<file path="src/hw/rtl/lcdns_pkg.sv">
// shared types, constants and helpers for the character lcd nibble sequencer
package lcdns_pkg;

    localparam int PC_W = 5;

    // program entry points in the microcode table
    localparam logic [PC_W-1:0] INIT_ENTRY = 5'd0;
    localparam logic [PC_W-1:0] BYTE_ENTRY = 5'd25;

    localparam logic [7:0] CMD_CLEAR   = 8'h01;
    localparam logic [7:0] CMD_HOME    = 8'h02;
    localparam logic [7:0] CMD_DDRAM   = 8'h80;
    localparam logic [7:0] ROW_BASE [4] = '{8'h00, 8'h40, 8'h14, 8'h54};
    localparam logic [2:0] ROW_MAX     = 3'd3;

    typedef enum logic [1:0] {
        MODE_INIT = 2'd0,
        MODE_CMD  = 2'd1,
        MODE_DATA = 2'd2,
        MODE_GOTO = 2'd3
    } t_mode;

    typedef enum logic {
        RS_ZERO = 1'b0,
        RS_REG  = 1'b1
    } t_rs_sel;

    typedef enum logic [1:0] {
        NS_CONST = 2'd0,
        NS_HI    = 2'd1,
        NS_LO    = 2'd2
    } t_nib_sel;

    typedef enum logic [3:0] {
        H_1     = 4'd0,
        H_100   = 4'd1,
        H_150   = 4'd2,
        H_250   = 4'd3,
        H_2100  = 4'd4,
        H_2150  = 4'd5,
        H_5100  = 4'd6,
        H_20000 = 4'd7,
        H_TAIL  = 4'd8
    } t_hold;

    // one microcode control word
    typedef struct packed {
        logic     last;
        t_rs_sel  rs_sel;
        logic     en;
        t_nib_sel nib_sel;
        logic [3:0] nib;
        t_hold    hold;
    } t_uword;

    // pin phase produced by the datapath
    typedef struct packed {
        logic        rs;
        logic        en;
        logic [3:0]  nibble;
        logic [14:0] hold_us;
        logic        last;
    } t_phase;

    function automatic logic [14:0] hold_value(t_hold h, logic long_tail);
        logic [14:0] v;
        unique case (h)
            H_1:     v = 15'd1;
            H_100:   v = 15'd100;
            H_150:   v = 15'd150;
            H_250:   v = 15'd250;
            H_2100:  v = 15'd2100;
            H_2150:  v = 15'd2150;
            H_5100:  v = 15'd5100;
            H_20000: v = 15'd20000;
            H_TAIL:  v = long_tail ? 15'd2100 : 15'd150;
            default: v = 15'd1;
        endcase
        return v;
    endfunction

endpackage

</file>
<file path="src/hw/rtl/lcdns_ucode_rom.sv">
// microcode table: one control word per program step
module lcdns_ucode_rom (
    input  logic [lcdns_pkg::PC_W-1:0] i_addr,
    output lcdns_pkg::t_uword          o_uword
);
    import lcdns_pkg::*;

    function automatic t_uword mk(logic last, t_rs_sel rs_sel, logic en,
                                  t_nib_sel nsel, logic [3:0] nib, t_hold h);
        t_uword w;
        w.last    = last;
        w.rs_sel  = rs_sel;
        w.en      = en;
        w.nib_sel = nsel;
        w.nib     = nib;
        w.hold    = h;
        return w;
    endfunction

    always_comb begin
        unique case (i_addr)
            // power-up wait, all pins low
            5'd0:  o_uword = mk(1'b0, RS_ZERO, 1'b0, NS_CONST, 4'h0, H_20000);
            // wake nibbles
            5'd1:  o_uword = mk(1'b0, RS_ZERO, 1'b1, NS_CONST, 4'h3, H_1);
            5'd2:  o_uword = mk(1'b0, RS_ZERO, 1'b0, NS_CONST, 4'h3, H_5100);
            5'd3:  o_uword = mk(1'b0, RS_ZERO, 1'b1, NS_CONST, 4'h3, H_1);
            5'd4:  o_uword = mk(1'b0, RS_ZERO, 1'b0, NS_CONST, 4'h3, H_250);
            5'd5:  o_uword = mk(1'b0, RS_ZERO, 1'b1, NS_CONST, 4'h3, H_1);
            5'd6:  o_uword = mk(1'b0, RS_ZERO, 1'b0, NS_CONST, 4'h3, H_250);
            5'd7:  o_uword = mk(1'b0, RS_ZERO, 1'b1, NS_CONST, 4'h2, H_1);
            5'd8:  o_uword = mk(1'b0, RS_ZERO, 1'b0, NS_CONST, 4'h2, H_250);
            // function set 0x28
            5'd9:  o_uword = mk(1'b0, RS_ZERO, 1'b1, NS_CONST, 4'h2, H_1);
            5'd10: o_uword = mk(1'b0, RS_ZERO, 1'b0, NS_CONST, 4'h2, H_100);
            5'd11: o_uword = mk(1'b0, RS_ZERO, 1'b1, NS_CONST, 4'h8, H_1);
            5'd12: o_uword = mk(1'b0, RS_ZERO, 1'b0, NS_CONST, 4'h8, H_150);
            // display on 0x0c
            5'd13: o_uword = mk(1'b0, RS_ZERO, 1'b1, NS_CONST, 4'h0, H_1);
            5'd14: o_uword = mk(1'b0, RS_ZERO, 1'b0, NS_CONST, 4'h0, H_100);
            5'd15: o_uword = mk(1'b0, RS_ZERO, 1'b1, NS_CONST, 4'hC, H_1);
            5'd16: o_uword = mk(1'b0, RS_ZERO, 1'b0, NS_CONST, 4'hC, H_150);
            // clear 0x01
            5'd17: o_uword = mk(1'b0, RS_ZERO, 1'b1, NS_CONST, 4'h0, H_1);
            5'd18: o_uword = mk(1'b0, RS_ZERO, 1'b0, NS_CONST, 4'h0, H_100);
            5'd19: o_uword = mk(1'b0, RS_ZERO, 1'b1, NS_CONST, 4'h1, H_1);
            5'd20: o_uword = mk(1'b0, RS_ZERO, 1'b0, NS_CONST, 4'h1, H_2100);
            // entry mode 0x06 with extra settle time
            5'd21: o_uword = mk(1'b0, RS_ZERO, 1'b1, NS_CONST, 4'h0, H_1);
            5'd22: o_uword = mk(1'b0, RS_ZERO, 1'b0, NS_CONST, 4'h0, H_100);
            5'd23: o_uword = mk(1'b0, RS_ZERO, 1'b1, NS_CONST, 4'h6, H_1);
            5'd24: o_uword = mk(1'b1, RS_ZERO, 1'b0, NS_CONST, 4'h6, H_2150);
            // generic byte program
            5'd25: o_uword = mk(1'b0, RS_REG, 1'b1, NS_HI, 4'h0, H_1);
            5'd26: o_uword = mk(1'b0, RS_REG, 1'b0, NS_HI, 4'h0, H_100);
            5'd27: o_uword = mk(1'b0, RS_REG, 1'b1, NS_LO, 4'h0, H_1);
            5'd28: o_uword = mk(1'b1, RS_REG, 1'b0, NS_LO, 4'h0, H_TAIL);
            default: o_uword = mk(1'b1, RS_ZERO, 1'b0, NS_CONST, 4'h0, H_1);
        endcase
    end

endmodule

</file>
<file path="src/hw/rtl/lcdns_datapath.sv">
// byte latch, goto address build and phase field formation
module lcdns_datapath (
    input  logic              i_clk,
    input  logic              i_load,
    input  lcdns_pkg::t_mode  i_mode,
    input  logic [7:0]        i_value,
    input  logic [2:0]        i_row,
    input  logic [5:0]        i_col,
    input  lcdns_pkg::t_uword i_uword,
    output lcdns_pkg::t_phase o_phase
);
    import lcdns_pkg::*;

    logic [7:0] r_byte, n_byte;
    logic       r_rs, n_rs;
    logic       r_long_tail, n_long_tail;
    logic [1:0] w_row;

    always_comb begin
        w_row = (i_row > ROW_MAX) ? ROW_MAX[1:0] : i_row[1:0];
        unique case (i_mode)
            MODE_GOTO: n_byte = CMD_DDRAM | (ROW_BASE[w_row] + {2'b00, i_col});
            MODE_INIT,
            MODE_CMD,
            MODE_DATA: n_byte = i_value;
            default:   n_byte = i_value;
        endcase
        n_rs        = (i_mode == MODE_DATA);
        n_long_tail = (i_mode != MODE_DATA)
                      && (n_byte == CMD_CLEAR || n_byte == CMD_HOME);
    end

    always_ff @(posedge i_clk) begin
        if (i_load) begin
            r_byte      <= n_byte;
            r_rs        <= n_rs;
            r_long_tail <= n_long_tail;
        end
    end

    always_comb begin
        o_phase.rs = (i_uword.rs_sel == RS_REG) ? r_rs : 1'b0;
        o_phase.en = i_uword.en;
        unique case (i_uword.nib_sel)
            NS_HI:    o_phase.nibble = r_byte[7:4];
            NS_LO:    o_phase.nibble = r_byte[3:0];
            NS_CONST: o_phase.nibble = i_uword.nib;
            default:  o_phase.nibble = i_uword.nib;
        endcase
        o_phase.hold_us = hold_value(i_uword.hold, r_long_tail);
        o_phase.last    = i_uword.last;
    end

endmodule

</file>
<file path="src/hw/rtl/char_lcd_nibble_sequencer_unit.sv">
// top level of the 4-bit character lcd pin phase sequencer
//
//  channel | direction | handshake                 | payload
//  --------+-----------+---------------------------+------------------------------------
//  request | in        | i_in_valid / o_in_stall   | i_mode i_value i_row i_col
//  phase   | out       | o_out_valid / i_out_stall | o_rs o_en o_nibble o_hold_us o_last
//
// one request is taken at a time; the step counter walks the microcode
// table and one phase leaves per cycle while the output is not stalled
// a byte, command or goto request runs the 4-step byte program after its accept,
// init runs the 25-step init program after its accept; the step counter sets this pace
// reset clears the busy flag and the output valid; no clearing pass
// an output stall while the output is valid freezes the step counter and holds the phase register
module char_lcd_nibble_sequencer_unit (
    input  logic        i_clk,
    input  logic        i_rst_n,
    input  logic        i_in_valid,
    output logic        o_in_stall,
    input  logic [1:0]  i_mode,
    input  logic [7:0]  i_value,
    input  logic [2:0]  i_row,
    input  logic [5:0]  i_col,
    output logic        o_out_valid,
    input  logic        i_out_stall,
    output logic        o_rs,
    output logic        o_en,
    output logic [3:0]  o_nibble,
    output logic [14:0] o_hold_us,
    output logic        o_last
);
    import lcdns_pkg::*;

    // sequencer state
    logic            r_busy, n_busy;
    logic [PC_W-1:0] r_pc, n_pc;
    logic            r_out_valid, n_out_valid;

    // output phase register, payload only
    t_phase r_phase;

    t_uword w_uword;
    t_phase w_phase;
    t_mode  w_mode;
    logic   w_accept;
    logic   w_step;

    assign w_mode   = t_mode'(i_mode);
    assign w_accept = i_in_valid && !r_busy;
    // a step runs while busy when the phase register is free or being drained
    assign w_step   = r_busy && (!r_out_valid || !i_out_stall);

    lcdns_ucode_rom u_rom (
        .i_addr  (r_pc),
        .o_uword (w_uword)
    );

    lcdns_datapath u_dp (
        .i_clk   (i_clk),
        .i_load  (w_accept),
        .i_mode  (w_mode),
        .i_value (i_value),
        .i_row   (i_row),
        .i_col   (i_col),
        .i_uword (w_uword),
        .o_phase (w_phase)
    );

    // next step: program entry on accept, increment per phase, stop on last
    always_comb begin
        n_busy      = r_busy;
        n_pc        = r_pc;
        n_out_valid = r_out_valid;
        if (w_accept) begin
            n_busy = 1'b1;
            n_pc   = (w_mode == MODE_INIT) ? INIT_ENTRY : BYTE_ENTRY;
        end else if (w_step) begin
            n_pc = r_pc + 1'b1;
            if (w_uword.last) begin
                n_busy = 1'b0;
            end
        end
        if (w_step) begin
            n_out_valid = 1'b1;
        end else if (!i_out_stall) begin
            n_out_valid = 1'b0;
        end
    end

    always_ff @(posedge i_clk) begin
        if (!i_rst_n) begin
            r_busy      <= 1'b0;
            r_pc        <= INIT_ENTRY;
            r_out_valid <= 1'b0;
        end else begin
            r_busy      <= n_busy;
            r_pc        <= n_pc;
            r_out_valid <= n_out_valid;
        end
    end

    always_ff @(posedge i_clk) begin
        if (w_step) begin
            r_phase <= w_phase;
        end
    end

    assign o_in_stall  = r_busy;
    assign o_out_valid = r_out_valid;
    assign o_rs        = r_phase.rs;
    assign o_en        = r_phase.en;
    assign o_nibble    = r_phase.nibble;
    assign o_hold_us   = r_phase.hold_us;
    assign o_last      = r_phase.last;

endmodule
</file>
<file path="config.mk">
export PLATFORM = sky130hd
export DESIGN_NAME = char_lcd_nibble_sequencer_unit
export DESIGN_NICKNAME = d
export VERILOG_FILES = /design/src/hw/rtl/lcdns_pkg.sv /design/src/hw/rtl/lcdns_ucode_rom.sv /design/src/hw/rtl/lcdns_datapath.sv /design/src/hw/rtl/char_lcd_nibble_sequencer_unit.sv
export SDC_FILE = /design/constraint.sdc
export NUM_CORES = 1
export LEC_CHECK = 0
export ABC_CLOCK_PERIOD_IN_PS = 7600
export BUFFER_PORTS_ARGS = -buffer_cell sky130_fd_sc_hd__buf_2
export CAP_MARGIN = 10
export CORE_ASPECT_RATIO = 0.5
export CORE_UTILIZATION = 30
export CTS_BUF_LIST = sky130_fd_sc_hd__clkbuf_2
export DETAILED_ROUTE_END_ITERATION = 8
export GPL_TIMING_DRIVEN = 0
export PLACE_DENSITY = 0.47
export SKIP_LAST_GASP = 1
export SYNTH_ARGS = -nofsm -noshare
export SYNTH_HDL_FRONTEND = slang
export SYNTH_SLANG_ARGS = --single-unit
</file>
<file path="constraint.sdc">
create_clock -name i_clk -period 7.6 [get_ports i_clk]
set_input_delay 1.52 -clock i_clk [delete_from_list [all_inputs] [get_ports i_clk]]
set_output_delay 1.52 -clock i_clk [all_outputs]
set_load 0.005 [all_outputs]
</file>
==> reports/results.md, run 1 <==
| Parameter | This run | Unit |
| --- | --- | --- |
| Residual DRC count | 0 | - |
| Pin slew with the least headroom to its limit | 0.792 | ns |
| Die height | 66.5 | um |
| CP top delay family | simple AND/OR/NAND/NOR gates | - |
| Total Routed Length | 5240 | um |
| Type of destination of the critical path | flop | - |
| CP startpoint kind | input pin | - |
| Clock root buffer master | sky130_fd_sc_hd__clkbuf_2 | - |
| Post-CTS Repair Setup Buffers | 0 | - |
| Remaining max-slew budget at the tightest pin | 47.1 | % |
| HPWL after detailed placement | 3920 | um |
| Count of endpoints failing setup in the final report | 0 | - |
| Number of detailed-route iterations in the first pass | 4 | - |
| Synth area leaders | sky130_fd_sc_hd__edfxtp_1 (35%), sky130_fd_sc_hd__dfxtp_1 (16%), sky130_fd_sc_hd__ha_1 (4.5%) | - |
| Count of nets left with antenna violations after detail routing | 0 | - |
| Sequential share of the synthesized area | 51.0 | % |
| Period Utilization, post-route | 48.6 | % |
| Yosys synthesis warning count | 0 | - |
| Largest net degree at the start of global routing | 21 | - |
| Master of the slowest instance on the critical path | sky130_fd_sc_hd__inv_1 | - |
| Wire length per cell | 13.0 | um |
| Minimum clock period | 3.70 | ns |
| Core region area | 8030 | um^2 |
| Share of cells above drive strength 1 | 25.6 | % |
| Total Neg Setup Slack | 0 | ns |
| Register clock-pin slew on the reported worst setup and hold paths | 0.22 | ns |
| Post-synthesis instance total | 238 | - |
| Worst clock skew | 0.0344 | ns |
| Initial Util | 31.1 | % |
| Register bit total from synthesis | 49 | - |
| Data arrival time of the worst path | 4.04 | ns |
| Portion of synthesized cell area occupied by the leading cell type | 34.9 | % |
| Number of failing hold endpoints at the final stage | 0 | - |
| Clock insertion delay at the later pin of the skew report | 0.43 | ns |
| Dominant cell type by count on the critical path | sky130_fd_sc_hd__nand2_1 | - |
| Clock sinks | 49 | - |
| Post-Syn Area per Cell | 10.5 | um^2 |
| Number of clock buffers inserted by TritonCTS | 5 | - |
| Setup repair after global routing missed its margin | no | - |
| Leading area contributor after synthesis | sky130_fd_sc_hd__edfxtp_1 | - |
| Commonest non-fill, non-tap cells in the layout | sky130_fd_sc_hd__buf_2 (46), sky130_fd_sc_hd__edfxtp_1 (29), sky130_fd_sc_hd__nand2_1 (27), sky130_fd_sc_hd__dfxtp_1 (20), sky130_fd_sc_hd__nor2_1 (16) | - |
| I/O pin count | 47 | - |
| Die X-Extent | 131 | um |
| Max H-tree Level | 2 | - |
| Clock tree from TritonCTS | built | - |
| Via density | 4.67 | - |
| Crit path required time | 7.94 | ns |
| Antenna violations before repair | 0 | - |
| Worst ir drop on vdd | 0.0589 | mV |
| FFs w/ async S/R, synth | 0 | % |
| GRT overflow | 0 | - |
| Total via count in the routed design | 1876 | - |
| Post-cts resize count | 0 | - |
| Status | finished clean | - |
| Critical path peak fanout | 20 | - |
| Number of flops mapped to enable cells by yosys | 29 | - |
| Global-route wire length before repair | 8180 | um |
| Cell Chain, Critical Path | buf_2, nand2_1, nand2_1, inv_1, nand2_1, a21boi_0, inv_1, ha_1, or4_1, o221ai_1, nor3_1 | - |
| Crit Path Class | in2reg | - |
| Max-capacitance violation count | 0 | - |
| Worst hold path type | reg2reg | - |
| Hold-fix buffer count after cts | 0 | - |
| Number of global-route vias before repair | 1637 | - |
| DRC marker count from the first detailed-route iteration | 85 | - |
| Leakage | 0.00117 | uW |
| Layout overhead on the synthesized area | 15.9 | % |
| Slowest Stage Delay on Critical Path | 0.59 | ns |
| Number of filler instances in the final layout | 838 | - |
| Syn_nets | 270 | - |
| Number of nets in the layout | 321 | - |
| Die Footprint | 8700 | um^2 |
| Routability congestion estimate from global placement | 0.813 | - |
| Aggregate global-route resource usage | 12.8 | % |
| Count of distinct cell types in the synthesized netlist | 53 | - |
| Pwr Density | 187 | nW/um^2 |
| Dominant register cell in the synthesized netlist | sky130_fd_sc_hd__edfxtp_1 | - |
| Cell Rows | 23 | - |
| Final Max Slew Viols | 0 | - |
| Synth Cell Area | 2490 | um^2 |
| Count of buffering cells on the critical path with inverters included | 3 | - |
| Fmax | 270 | MHz |
| Hold Slack | 0.439 | ns |
| Commonest non-fill, non-tap cell in the layout | sky130_fd_sc_hd__buf_2 | - |
| Max Buffers Root-to-Sink | 2 | - |
| Count of port buffers added during placement | 44 | - |
area by class of cell:
class | instances | area, um^2 | share of cell area [%]
inverter | 9 | 33.8 | 1.17
tap | 112 | 140 | 4.85
clock buffer | 6 | 30.0 | 1.04
multi-input combinational | 166 | 1120 | 38.8
sequential | 49 | 1270 | 44.0
clock inverter | 1 | 3.75 | 0.130
timing repair buffer | 44 | 220 | 7.62
buffer | 14 | 66.3 | 2.29
antenna | 1 | 2.50 | 0.0866
power breakdown:
group | internal, uW | switching (uW) | leakage [uW]
combinational | 52.3 | 68.0 | 0.000702
sequential | 311 | 9.21 | 0.000444
clock | 21.4 | 77.9 | 0.0000265
total | 385 | 155 | 0.00117
cells in the mapped netlist (2+ instances only):
| cell type | count |
|---|---|
| sky130_fd_sc_hd__a21boi_0 | 4 |
| sky130_fd_sc_hd__a21o_1 | 4 |
| sky130_fd_sc_hd__a21oi_1 | 9 |
| sky130_fd_sc_hd__a22oi_1 | 4 |
| sky130_fd_sc_hd__a311oi_2 | 2 |
| sky130_fd_sc_hd__a31oi_1 | 2 |
| sky130_fd_sc_hd__and2_1 | 3 |
| sky130_fd_sc_hd__and3_1 | 3 |
| sky130_fd_sc_hd__buf_2 | 2 |
| sky130_fd_sc_hd__buf_4 | 3 |
| sky130_fd_sc_hd__clkbuf_1 | 9 |
| sky130_fd_sc_hd__dfxtp_1 | 20 |
| sky130_fd_sc_hd__edfxtp_1 | 29 |
| sky130_fd_sc_hd__ha_1 | 9 |
| sky130_fd_sc_hd__inv_1 | 7 |
| sky130_fd_sc_hd__inv_2 | 2 |
| sky130_fd_sc_hd__mux2_2 | 5 |
| sky130_fd_sc_hd__nand2_1 | 27 |
| sky130_fd_sc_hd__nand2b_1 | 4 |
| sky130_fd_sc_hd__nand3_1 | 7 |
| sky130_fd_sc_hd__nor2_1 | 16 |
| sky130_fd_sc_hd__nor2b_1 | 4 |
| sky130_fd_sc_hd__nor3_1 | 7 |
| sky130_fd_sc_hd__nor3b_2 | 2 |
| sky130_fd_sc_hd__o211a_1 | 2 |
| sky130_fd_sc_hd__o21a_1 | 2 |
| sky130_fd_sc_hd__o21ai_0 | 9 |
| sky130_fd_sc_hd__o21ai_1 | 2 |
| sky130_fd_sc_hd__o221ai_1 | 3 |
| sky130_fd_sc_hd__o22ai_1 | 3 |
| sky130_fd_sc_hd__o32ai_1 | 3 |
| sky130_fd_sc_hd__xnor2_1 | 6 |
| sky130_fd_sc_hd__xor2_1 | 4 |
layer usage:
layer	global-route usage [%]	routed length, um	vias up
li1	-	-	966
met1	18.9	2850	838
met2	17.0	2000	64
met3	3.94	317	8
met4	4.60	76	0
met5	0	0	-
final timing paths:
check | end | cells after the start | slack [ns] | startpoint
setup / recovery | u_rom.o_uword[0]$_DFF_P_ | 11 | 3.90 | i_out_stall
hold reg to reg | o_en$_DFFE_PP_ | 0 | 0.44 | u_rom.o_uword[10]$_DFF_P_
setup reg to reg | u_rom.o_uword[0]$_DFF_P_ | 11 | 4.42 | o_in_stall$_SDFFE_PN0P_
hold / removal | o_en$_DFFE_PP_ | 0 | 0.44 | u_rom.o_uword[10]$_DFF_P_
cells by family (layout without fill, tap and decap cells):
logic type      after synthesis  after routing  share of synthesized area, %
simple gates                 84             84                          17.5
buf+inv                      23             74                          4.01
mux                           5              5                          2.26
xor+xnor                     10             10                          3.51
fa+ha+maj                     9              9                          4.52
flops                        49             49                          51.0
compound gates               57             57                          17.1
other cells                   1              2                         0.150
sequential cells by signal (all words and copies together), names as in the netlist:
register and cells:
u_dp.r_rs 1, r_pc 5, o_out_valid 1, o_rs 1, u_rom.o_uword 13, o_en 1
o_nibble 4, u_dp.r_long_tail 1, o_in_stall 1, o_last 1, o_hold_us 12, u_dp.r_byte 8
through the flow:
step	std cells	power, uW	setup WS [ns]	area [um^2]	utilization (%)
floorplan	238	407	4.04	2490	-
global placement	394	446	3.44	2850	35.5
detailed placement	394	446	3.41	2850	35.5
CTS	401	546	3.91	2890	36.0
global route	401	574	3.72	2890	36.0
finish	402	540	3.90	2890	36.0
Note: power is estimated with default switching activity, not from simulation.
==> run 2, diff against run 1 <==
--- a/config.mk
+++ b/config.mk
@@ -5,7 +5,8 @@
 export SDC_FILE = /design/constraint.sdc
 export NUM_CORES = 1
 export LEC_CHECK = 0
-export ABC_CLOCK_PERIOD_IN_PS = 7600
+export ABC_AREA = 1
+export ABC_CLOCK_PERIOD_IN_PS = 3400
 export BUFFER_PORTS_ARGS = -buffer_cell sky130_fd_sc_hd__buf_2
 export CAP_MARGIN = 10
 export CORE_ASPECT_RATIO = 0.5
@@ -13,7 +14,7 @@
 export CTS_BUF_LIST = sky130_fd_sc_hd__clkbuf_2
 export DETAILED_ROUTE_END_ITERATION = 8
 export GPL_TIMING_DRIVEN = 0
-export PLACE_DENSITY = 0.47
+export PLACE_DENSITY = 0.49
 export SKIP_LAST_GASP = 1
 export SYNTH_ARGS = -nofsm -noshare
 export SYNTH_HDL_FRONTEND = slang
==> constraint.sdc (replaced) <==
create_clock -name i_clk -period 3.4 [get_ports i_clk]
set_input_delay 0.68 -clock i_clk [delete_from_list [all_inputs] [get_ports i_clk]]
set_output_delay 0.68 -clock i_clk [all_outputs]
set_load 0.005 [all_outputs]
==> reports/results.md, run 2 <==
| Parameter | This run | Unit | Delta |
| --- | --- | --- | --- |
| Commonest non-fill, non-tap cell in the layout | sky130_fd_sc_hd__nand2_1 | - | was sky130_fd_sc_hd__buf_2 |
| Sequential share of the synthesized area | 52.5 | % | was 51.0% |
| Status | finished clean | - | unchanged |
| Max Buffers Root-to-Sink | 2 | - | unchanged |
| Max-capacitance violation count | 0 | - | unchanged |
| Net load switching power | 387 | uW | was 155 uW |
| Crit Path Class | reg2reg | - | was in2reg |
| Clock tree from TritonCTS | built | - | unchanged |
| Number of detailed-route iterations in the first pass | 4 | - | unchanged |
| Routability congestion estimate from global placement | 0.826 | - | was 0.813 |
| Max H-tree Level | 2 | - | unchanged |
| Period Utilization, post-route | 71.9 | % |  |
| I/O pin count | 47 | - | unchanged |
| Met2 layer usage reported by global route | 18.9 | % | was 17.0% |
| FF/Latch Area | 1270 | um^2 | unchanged |
| Most common cell in the netlist | sky130_fd_sc_hd__nand2_1 | - | was sky130_fd_sc_hd__edfxtp_1 |
| Antenna violations before repair | 0 | - | unchanged |
| Synth area leaders | sky130_fd_sc_hd__edfxtp_1 (36%), sky130_fd_sc_hd__dfxtp_1 (17%), sky130_fd_sc_hd__nand2_1 (11%) | - | was sky130_fd_sc_hd__edfxtp_1 (35%), sky130_fd_sc_hd__dfxtp_1 (16%), sky130_fd_sc_hd__ha_1 (4.5%) |
| Die X-Extent | 129 | um | was 131 um |
| Count of distinct cell types in the synthesized netlist | 32 | - | was 53 |
| Post-CTS Repair Setup Buffers | 0 | - | unchanged |
| Yosys synthesis warning count | 0 | - | unchanged |
| Remaining max-slew budget at the tightest pin | 44.0 | % | was 47.1% |
| Crit path required time | 3.74 | ns | was 7.94 ns |
| Count of port buffers added during placement | 45 | - | was 44 |
| Fmax | 409 | MHz |  |
| Die Footprint | 8460 | um^2 | was 8700 um^2 |
| Synth Cell Area | 2420 | um^2 | was 2490 um^2 |
| Largest net degree at the start of global routing | 21 | - | unchanged |
| Combinational cell fraction of total power | 20.1 | % | was 22.3% |
| Worst clock skew | 0.0213 | ns | was 0.0344 ns |
| Number of clock buffers inserted by TritonCTS | 5 | - | unchanged |
| Syn_nets | 319 | - | was 270 |
| Clock Power Share | 27.1 | % | was 18.4% |
| Core region area | 7570 | um^2 | was 8030 um^2 |
| Count of endpoints failing setup in the final report | 0 | - | unchanged |
| Routing usage on met1 | 18.3 | % | was 18.9% |
| Register bit total from synthesis | 49 | - | unchanged |
| Total via count in the routed design | 1963 | - | was 1876 |
| Minimum clock period | 2.45 | ns |  |
| Global-route layer with the greatest usage | met2 | - | was met1 |
| Final Max Slew Viols | 0 | - | unchanged |
| Worst hold path type | reg2reg | - | unchanged |
| Number of flops mapped to enable cells by yosys | 29 | - | unchanged |
| Pin slew with the least headroom to its limit | 0.840 | ns | was 0.792 ns |
| Relative contribution of sequential cells to total power | 52.7 | % | was 59.3% |
| List of most frequent post-synthesis cells | sky130_fd_sc_hd__nand2_1 (74), sky130_fd_sc_hd__inv_1 (44), sky130_fd_sc_hd__edfxtp_1 (29) | - | was sky130_fd_sc_hd__edfxtp_1 (29), sky130_fd_sc_hd__nand2_1 (27), sky130_fd_sc_hd__dfxtp_1 (20) |
| Clock insertion delay at the later pin of the skew report | 0.41 | ns | was 0.43 ns |
| Number of diodes added for antenna fixing | 0 | - | was 1 |
| Total area of multi-input combinational cells | 941 | um^2 | was 1120 um^2 |
| Initial Util | 32.0 | % | was 31.1% |
| Clock root buffer master | sky130_fd_sc_hd__clkbuf_2 | - | unchanged |
| Switching part of the total power | 27.6 | % | was 28.7% |
| Post-synthesis instance total | 287 | - | was 238 |
| Cell Rows | 22 | - | was 23 |
| Share of cells above drive strength 1 | 22.4 | % | was 25.6% |
| Internal Dissipation | 1010 | uW | was 385 uW |
| Number of filler instances in the final layout | 800 | - | was 838 |
| Overall power | 1400 | uW | was 540 uW |
| Commonest non-fill, non-tap cells in the layout | sky130_fd_sc_hd__nand2_1 (74), sky130_fd_sc_hd__buf_2 (46), sky130_fd_sc_hd__inv_1 (44), sky130_fd_sc_hd__edfxtp_1 (29), sky130_fd_sc_hd__nor2_1 (24) | - | was sky130_fd_sc_hd__buf_2 (46), sky130_fd_sc_hd__edfxtp_1 (29), sky130_fd_sc_hd__nand2_1 (27), sky130_fd_sc_hd__dfxtp_1 (20), sky130_fd_sc_hd__nor2_1 (16) |
| Number of failing hold endpoints at the final stage | 0 | - | unchanged |
| GRT overflow | 0 | - | unchanged |
| Total Neg Setup Slack | 0 | ns | unchanged |
| Number of nets in the layout | 371 | - | was 321 |
| Layout overhead on the synthesized area | 18.6 | % | was 15.9% |
| Dominant register cell in the synthesized netlist | sky130_fd_sc_hd__edfxtp_1 | - | unchanged |
| HPWL after detailed placement | 3870 | um | was 3920 um |
| Register clock-pin slew on the reported worst setup and hold paths | 0.25 | ns | was 0.22 ns |
| Number of global-route vias before repair | 1752 | - | was 1637 |
| Pwr Density | 488 | nW/um^2 | was 187 nW/um^2 |
| Global-route wire length before repair | 8190 | um | was 8180 um |
| Total Routed Length | 4920 | um | was 5240 um |
| Type of destination of the critical path | flop | - | unchanged |
| CP startpoint kind | flop | - | was input pin |
| DRC marker count from the first detailed-route iteration | 91 | - | was 85 |
| Leading area contributor after synthesis | sky130_fd_sc_hd__edfxtp_1 | - | unchanged |
| Aggregate global-route resource usage | 12.8 | % | about the same |
| Setup repair after global routing missed its margin | no | - | unchanged |
| Hold-fix buffer count after cts | 0 | - | unchanged |
| Wire length per cell | 11.0 | um | was 13.0 um |
| Post-Syn Area per Cell | 8.44 | um^2 | was 10.5 um^2 |
| FFs w/ async S/R, synth | 0 | % | unchanged |
| Count of nets left with antenna violations after detail routing | 0 | - | unchanged |
| Clock sinks | 49 | - | unchanged |
| Die height | 65.5 | um | was 66.5 um |
| Via density | 4.38 | - | was 4.67 |
| Portion of synthesized cell area occupied by the leading cell type | 36.0 | % | was 34.9% |
| Worst ir drop on vdd | 0.174 | mV | was 0.0589 mV |
| Post-cts resize count | 0 | - | unchanged |
| Residual DRC count | 0 | - | unchanged |
| Max reg flops | 13 | - | unchanged |
| Leakage | 0.00142 | uW | was 0.00117 uW |
| Data arrival time of the worst path | 2.79 | ns | was 4.04 ns |
| Met3 usage | 3.18 | % | was 3.94% |
| Critical path peak fanout | 20 | - | unchanged |
-- run 2: power groups by stage --
stage | combinational (uW) | clock [uW] | sequential (uW)
floorplan | 188 | 0 | 750
global placement | 281 | 0 | 752
detailed placement | 286 | 0 | 753
CTS | 286 | 393 | 740
global route | 330 | 421 | 748
finish | 282 | 380 | 739
-- run 2: path summary, 6_finish.rpt --
kind | start | endpoint | slack [ns] | depth (start not counted)
worst max register to register | o_out_valid$_SDFFE_PN0P_ | u_rom.o_uword[0]$_DFF_P_ | 0.95 | 12
worst min-delay path | u_rom.o_uword[10]$_DFF_P_ | o_en$_DFFE_PP_ | 0.46 | 0
worst max-delay path | o_out_valid$_SDFFE_PN0P_ | u_rom.o_uword[0]$_DFF_P_ | 0.95 | 12
worst min register to register | u_rom.o_uword[10]$_DFF_P_ | o_en$_DFFE_PP_ | 0.46 | 0
-- run 2: layer usage --
| metal | wire length, um | vias to the layer above | share of wire (%) |
|---|---|---|---|
| li1 | - | 1026 | - |
| met1 | 2760 | 880 | 56 |
| met2 | 1900 | 53 | 39 |
| met3 | 229 | 4 | 4.7 |
| met4 | 36 | 0 | 0.73 |
| met5 | 0 | - | 0 |
-- run 2: cell type report --
class	count	share of cell area, %
clock buffers	5	0.871
flip-flops and latches	49	44.3
plain buffers	4	0.959
well taps	108	4.71
clock inverters	3	2.27
inverters	48	6.32
multi-input cells	186	32.8
repair buffers	45	7.84
-- run 2: worst max-delay path, stage by stage (launching register included) --
cell                      delay, ns
sky130_fd_sc_hd__dfxtp_1       0.38
sky130_fd_sc_hd__nand2_1       0.16
sky130_fd_sc_hd__nand2_1       0.11
sky130_fd_sc_hd__inv_1         0.62
sky130_fd_sc_hd__a22o_1        0.26
sky130_fd_sc_hd__nand2_1       0.10
sky130_fd_sc_hd__ha_1          0.24
sky130_fd_sc_hd__nand2_1       0.12
sky130_fd_sc_hd__inv_1         0.09
sky130_fd_sc_hd__nor2_1        0.11
sky130_fd_sc_hd__nand2_1       0.05
sky130_fd_sc_hd__nand3_1       0.08
sky130_fd_sc_hd__nand2_1       0.06
-- run 2: through the flow --
| step | utilization, % | std cells | instance area (um^2) | worst slack [ns] | hold slack (ns) |
|---|---|---|---|---|---|
| floorplan | - | 287 | 2420 | 1.07 | 0.386 |
| global placement | 36.7 | 440 | 2780 | 0.496 | 0.392 |
| detailed placement | 36.7 | 440 | 2780 | 0.475 | 0.401 |
| CTS | 37.9 | 448 | 2870 | 0.900 | 0.467 |
| global route | 37.9 | 448 | 2870 | 0.659 | 0.487 |
| finish | 37.9 | 448 | 2870 | 0.954 | 0.457 |
-- run 2: cells by family (layout without fill, tap and decap cells) --
kind of cell,count (synthesis),in the layout,synth area share (%)
AO/OA/AOI/OAI,32,32,7.75
XOR/XNOR,1,1,0.362
adder cells (fa/ha/maj),9,9,4.65
buffers and inverters,52,105,8.63
flip-flops,49,49,52.5
other,1,1,0.155
AND/OR/NAND/NOR,143,143,25.9
==> run 3, diff against run 2 <==
--- a/config.mk
+++ b/config.mk
@@ -5,8 +5,8 @@
 export SDC_FILE = /design/constraint.sdc
 export NUM_CORES = 1
 export LEC_CHECK = 0
-export ABC_AREA = 1
-export ABC_CLOCK_PERIOD_IN_PS = 3400
+export ABC_AREA = 0
+export ABC_CLOCK_PERIOD_IN_PS = 2300
 export BUFFER_PORTS_ARGS = -buffer_cell sky130_fd_sc_hd__buf_2
 export CAP_MARGIN = 10
 export CORE_ASPECT_RATIO = 0.5
@@ -14,7 +14,7 @@
 export CTS_BUF_LIST = sky130_fd_sc_hd__clkbuf_2
 export DETAILED_ROUTE_END_ITERATION = 8
 export GPL_TIMING_DRIVEN = 0
-export PLACE_DENSITY = 0.49
+export PLACE_DENSITY = 0.47
 export SKIP_LAST_GASP = 1
 export SYNTH_ARGS = -nofsm -noshare
 export SYNTH_HDL_FRONTEND = slang
==> constraint.sdc (replaced) <==
create_clock -name i_clk -period 2.3 [get_ports i_clk]
set_input_delay 0.46 -clock i_clk [delete_from_list [all_inputs] [get_ports i_clk]]
set_output_delay 0.46 -clock i_clk [all_outputs]
set_load 0.005 [all_outputs]
==> reports/results.md, run 3 (same netlist as run 1, synthesis figures left out) <==
| Parameter | This run | Unit | Delta |
| --- | --- | --- | --- |
| DP Area | 2870 | um^2 | was 2780 um^2 |
| CP startpoint kind | flop | - | unchanged |
| Cell Rows | 23 | - | was 22 |
| Share of cells above drive strength 1 | 29.5 | % | was 22.4% |
| Pwr Density | 650 | nW/um^2 | was 488 nW/um^2 |
| Amount of wire on met3 after detailed routing | 276 | um | was 229 um |
| Reg2reg setup slack | 0.09 | ns | was 0.95 ns |
| Capture point of the worst reg-to-reg path | u_rom.o_uword[0]$_DFF_P_ | - | unchanged |
| Via density | 4.70 | - | was 4.38 |
| Number of nets in the layout | 323 | - | was 371 |
| Number of diodes added for antenna fixing | 0 | - | unchanged |
| Clock insertion delay at the later pin of the skew report | 0.43 | ns | was 0.41 ns |
| Overall power | 1940 | uW | was 1400 uW |
| R2R Path Start | o_in_stall$_SDFFE_PN0P_ | - | was o_out_valid$_SDFFE_PN0P_ |
| Count of buffering cells on the critical path with inverters included | 2 | - | unchanged |
| Count of port buffers added during placement | 44 | - | was 45 |
| Initial Util | 31.1 | % | was 32.0% |
| Hold-fix buffer count after cts | 0 | - | unchanged |
| CP top delay family | simple AND/OR/NAND/NOR gates | - | unchanged |
| Pin slew with the least headroom to its limit | 0.559 | ns | was 0.840 ns |
| Period Utilization, post-route | 96.1 | % | was 71.9% |
| Max Buffers Root-to-Sink | 2 | - | unchanged |
| Worst hold path depth | 3 | - | was 0 |
| Die height | 66.5 | um | was 65.5 um |
| Total Routed Length | 5520 | um | was 4920 um |
| Antenna violations before repair | 0 | - | unchanged |
| Wire length per cell | 13.7 | um | was 11.0 um |
| Max H-tree Level | 2 | - | unchanged |
| Routed length on met1 | 2970 | um | was 2760 um |
| Net load switching power | 545 | uW | was 387 uW |
| GRT overflow | 0 | - | unchanged |
| Fmax | 452 | MHz | was 409 MHz |
| Aggregate global-route resource usage | 13.5 | % | was 12.8% |
| Clock Power Share | 23.6 | % | was 27.1% |
| Master of the slowest instance on the critical path | sky130_fd_sc_hd__or4_1 | - | was sky130_fd_sc_hd__inv_1 |
| Utilization after layout | 37.1 | % | was 37.9% |
| Worst Hold Path EP | u_dp.r_byte[4]$_DFFE_PP_ | - | was o_en$_DFFE_PP_ |
| Relative contribution of sequential cells to total power | 54.8 | % | was 52.7% |
| Max-capacitance violation count | 0 | - | unchanged |
| DRC marker count from the first detailed-route iteration | 83 | - | was 91 |
| Data arrival time of the worst path | 2.57 | ns | was 2.79 ns |
| Register clock-pin slew on the reported worst setup and hold paths | 0.25 | ns | about the same |
| Worst ir drop on vdd | 0.311 | mV | was 0.174 mV |
| Number of detailed-route iterations in the first pass | 4 | - | unchanged |
| Cell Chain, Critical Path | buf_6, buf_6, nor3_1, a21o_1, nand2_2, ha_2, or4_1, o221ai_1, nor3_1 | - | was nand2_1, nand2_1, inv_1, a22o_1, nand2_1, ha_1, nand2_1, inv_1, nor2_1, nand2_1, nand3_1, nand2_1 |
| Die X-Extent | 131 | um | was 129 um |
| Commonest non-fill, non-tap cells in the layout | sky130_fd_sc_hd__buf_2 (44), sky130_fd_sc_hd__edfxtp_1 (29), sky130_fd_sc_hd__nand2_1 (25), sky130_fd_sc_hd__dfxtp_1 (19), sky130_fd_sc_hd__nor2_1 (16) | - | was sky130_fd_sc_hd__nand2_1 (74), sky130_fd_sc_hd__buf_2 (46), sky130_fd_sc_hd__inv_1 (44), sky130_fd_sc_hd__edfxtp_1 (29), sky130_fd_sc_hd__nor2_1 (24) |
| Worst clock skew | 0.0225 | ns | was 0.0213 ns |
| Number of failing hold endpoints at the final stage | 0 | - | unchanged |
| Worst hold path type | in2reg | - | was reg2reg |
| Remaining max-slew budget at the tightest pin | 62.7 | % | was 44.0% |
| Startpoint of the most critical hold path | i_value[4] | - | was u_rom.o_uword[10]$_DFF_P_ |
| Commonest non-fill, non-tap cell in the layout | sky130_fd_sc_hd__buf_2 | - | was sky130_fd_sc_hd__nand2_1 |
| Number of clock buffers inserted by TritonCTS | 5 | - | unchanged |
| Minimum clock period | 2.21 | ns | was 2.45 ns |
| Internal Dissipation | 1390 | uW | was 1010 uW |
| Die Footprint | 8700 | um^2 | was 8460 um^2 |
| Layout overhead on the synthesized area | 19.5 | % | was 18.6% |
| Critical path peak fanout | 10 | - | was 20 |
| Type of destination of the critical path | flop | - | unchanged |
| I/O pin count | 47 | - | unchanged |
| HPWL after detailed placement | 4040 | um | was 3870 um |
| Combinational cell fraction of total power | 21.6 | % | was 20.1% |
| Global-route wire length before repair | 8580 | um | was 8190 um |
| Crit path required time | 2.66 | ns | was 3.74 ns |
| Met2 Routed Length | 2270 | um | was 1900 um |
| Highest routed layer | met3 | - | was met4 |
| Worst slack at placement | -0.500 | ns | was 0.475 ns |
| Largest net degree at the start of global routing | 16 | - | was 21 |
| Clock tree from TritonCTS | built | - | unchanged |
| Final worst slack | 0.0900 | ns | was 0.954 ns |
| Core region area | 8030 | um^2 | was 7570 um^2 |
| Switching part of the total power | 28.2 | % | was 27.6% |
| Count of endpoints failing setup in the final report | 0 | - | unchanged |
| Finished layout cell area | 2980 | um^2 | was 2870 um^2 |
| Count of nets left with antenna violations after detail routing | 0 | - | unchanged |
| Slowest Stage Delay on Critical Path | 0.51 | ns | was 0.62 ns |
| Setup repair after global routing missed its margin | no | - | unchanged |
| Leakage | 0.00120 | uW | was 0.00142 uW |
| Length in cells of the worst reg-to-reg path | 9 | - | was 12 |
| Crit Path Class | reg2reg | - | unchanged |
| Number of global-route vias before repair | 1683 | - | was 1752 |
| Residual DRC count | 0 | - | unchanged |
| Clock root buffer master | sky130_fd_sc_hd__clkbuf_2 | - | unchanged |
| Status | finished clean | - | unchanged |
| Final Max Slew Viols | 0 | - | unchanged |
| Hold Slack | 0.303 | ns | was 0.457 ns |
| Routability congestion estimate from global placement | 0.811 | - | was 0.826 |
| Clock sinks | 49 | - | unchanged |
| Max reg flops | 13 | - | unchanged |
| Total via count in the routed design | 1897 | - | was 1963 |
==> run 3: cell types whose count changed in the layout (fill, tap and decap cells not counted), sizes merged, moves of 8 or more <==
cell | before | now
nand2 | 80 | 27
inv | 47 | 8
clkbuf | 5 | 13
a21oi | 17 | 9
nor2 | 26 | 16
nand3 | 22 | 7
==> run 3: layer usage <==
layer,vias to the layer above,track usage [%]
met2,60,19.0
met1,871,19.5
met3,0,4.18
met5,-,0
met4,0,3.45
li1,966,-
==> run 3: how the worst max path moves through the flow <==
stage	endpoint	slack (ns)	startpoint	cells past startpoint
after floorplan	u_rom.o_uword[0]$_DFF_P_	0.01	o_in_stall$_SDFFE_PN0P_	11
after global placement	u_rom.o_uword[5]$_DFF_P_	-0.44	i_out_stall	11
after detailed placement	u_rom.o_uword[5]$_DFF_P_	-0.50	i_out_stall	11
after CTS	u_rom.o_uword[5]$_DFF_P_	-0.01	o_in_stall$_SDFFE_PN0P_	9
after global routing	u_rom.o_uword[0]$_DFF_P_	0.009	o_in_stall$_SDFFE_PN0P_	9
final	u_rom.o_uword[0]$_DFF_P_	0.09	o_in_stall$_SDFFE_PN0P_	9
==> run 3: timing repair <==
item | 4_1_cts | 5_1_grt
cloned | 1 | 0
setup endpoints to repair | 11 | 13
buffers inserted | 1 | 1
pin swaps | 0 | 2
resized for setup | 3 | 7
==> run 3: cell type report <==
cell class	count	area, um^2
fillers	824	5050
multi-input cells	166	1150
plain buffers	13	76.3
inverters	9	37.5
clock inverters	3	41.3
clock buffers	5	25.0
flip-flops and latches	49	1270
repair inverters	1	5.00
repair buffers	46	235
well taps	112	140
==> run 3: worst reg2reg max path: cells and delay by family, from the launching register on <==
kind            cells  cell delay, ns
compound gates      2            0.30
simple gates        4            0.91
buf+inv             2            0.27
flops               1            0.39
fa+ha+maj           1            0.26
==> run 3: stage by stage <==
stage	TNS, ns	instances
2_1_floorplan	0	238
3_3_place_gp	-3.43	394
3_5_place_dp	-3.78	394
4_1_cts	-0.00985	404
5_1_grt	0	404
6_report	0	404
==> run 3: power groups by stage <==
stage | Clock (uW) | Sequential [uW] | Combinational, uW
after floorplan | 0 | 1080 | 271
after global placement | 0 | 1080 | 399
after detailed placement | 0 | 1080 | 402
after CTS | 478 | 1060 | 411
after global routing | 514 | 1070 | 468
final | 457 | 1060 | 417
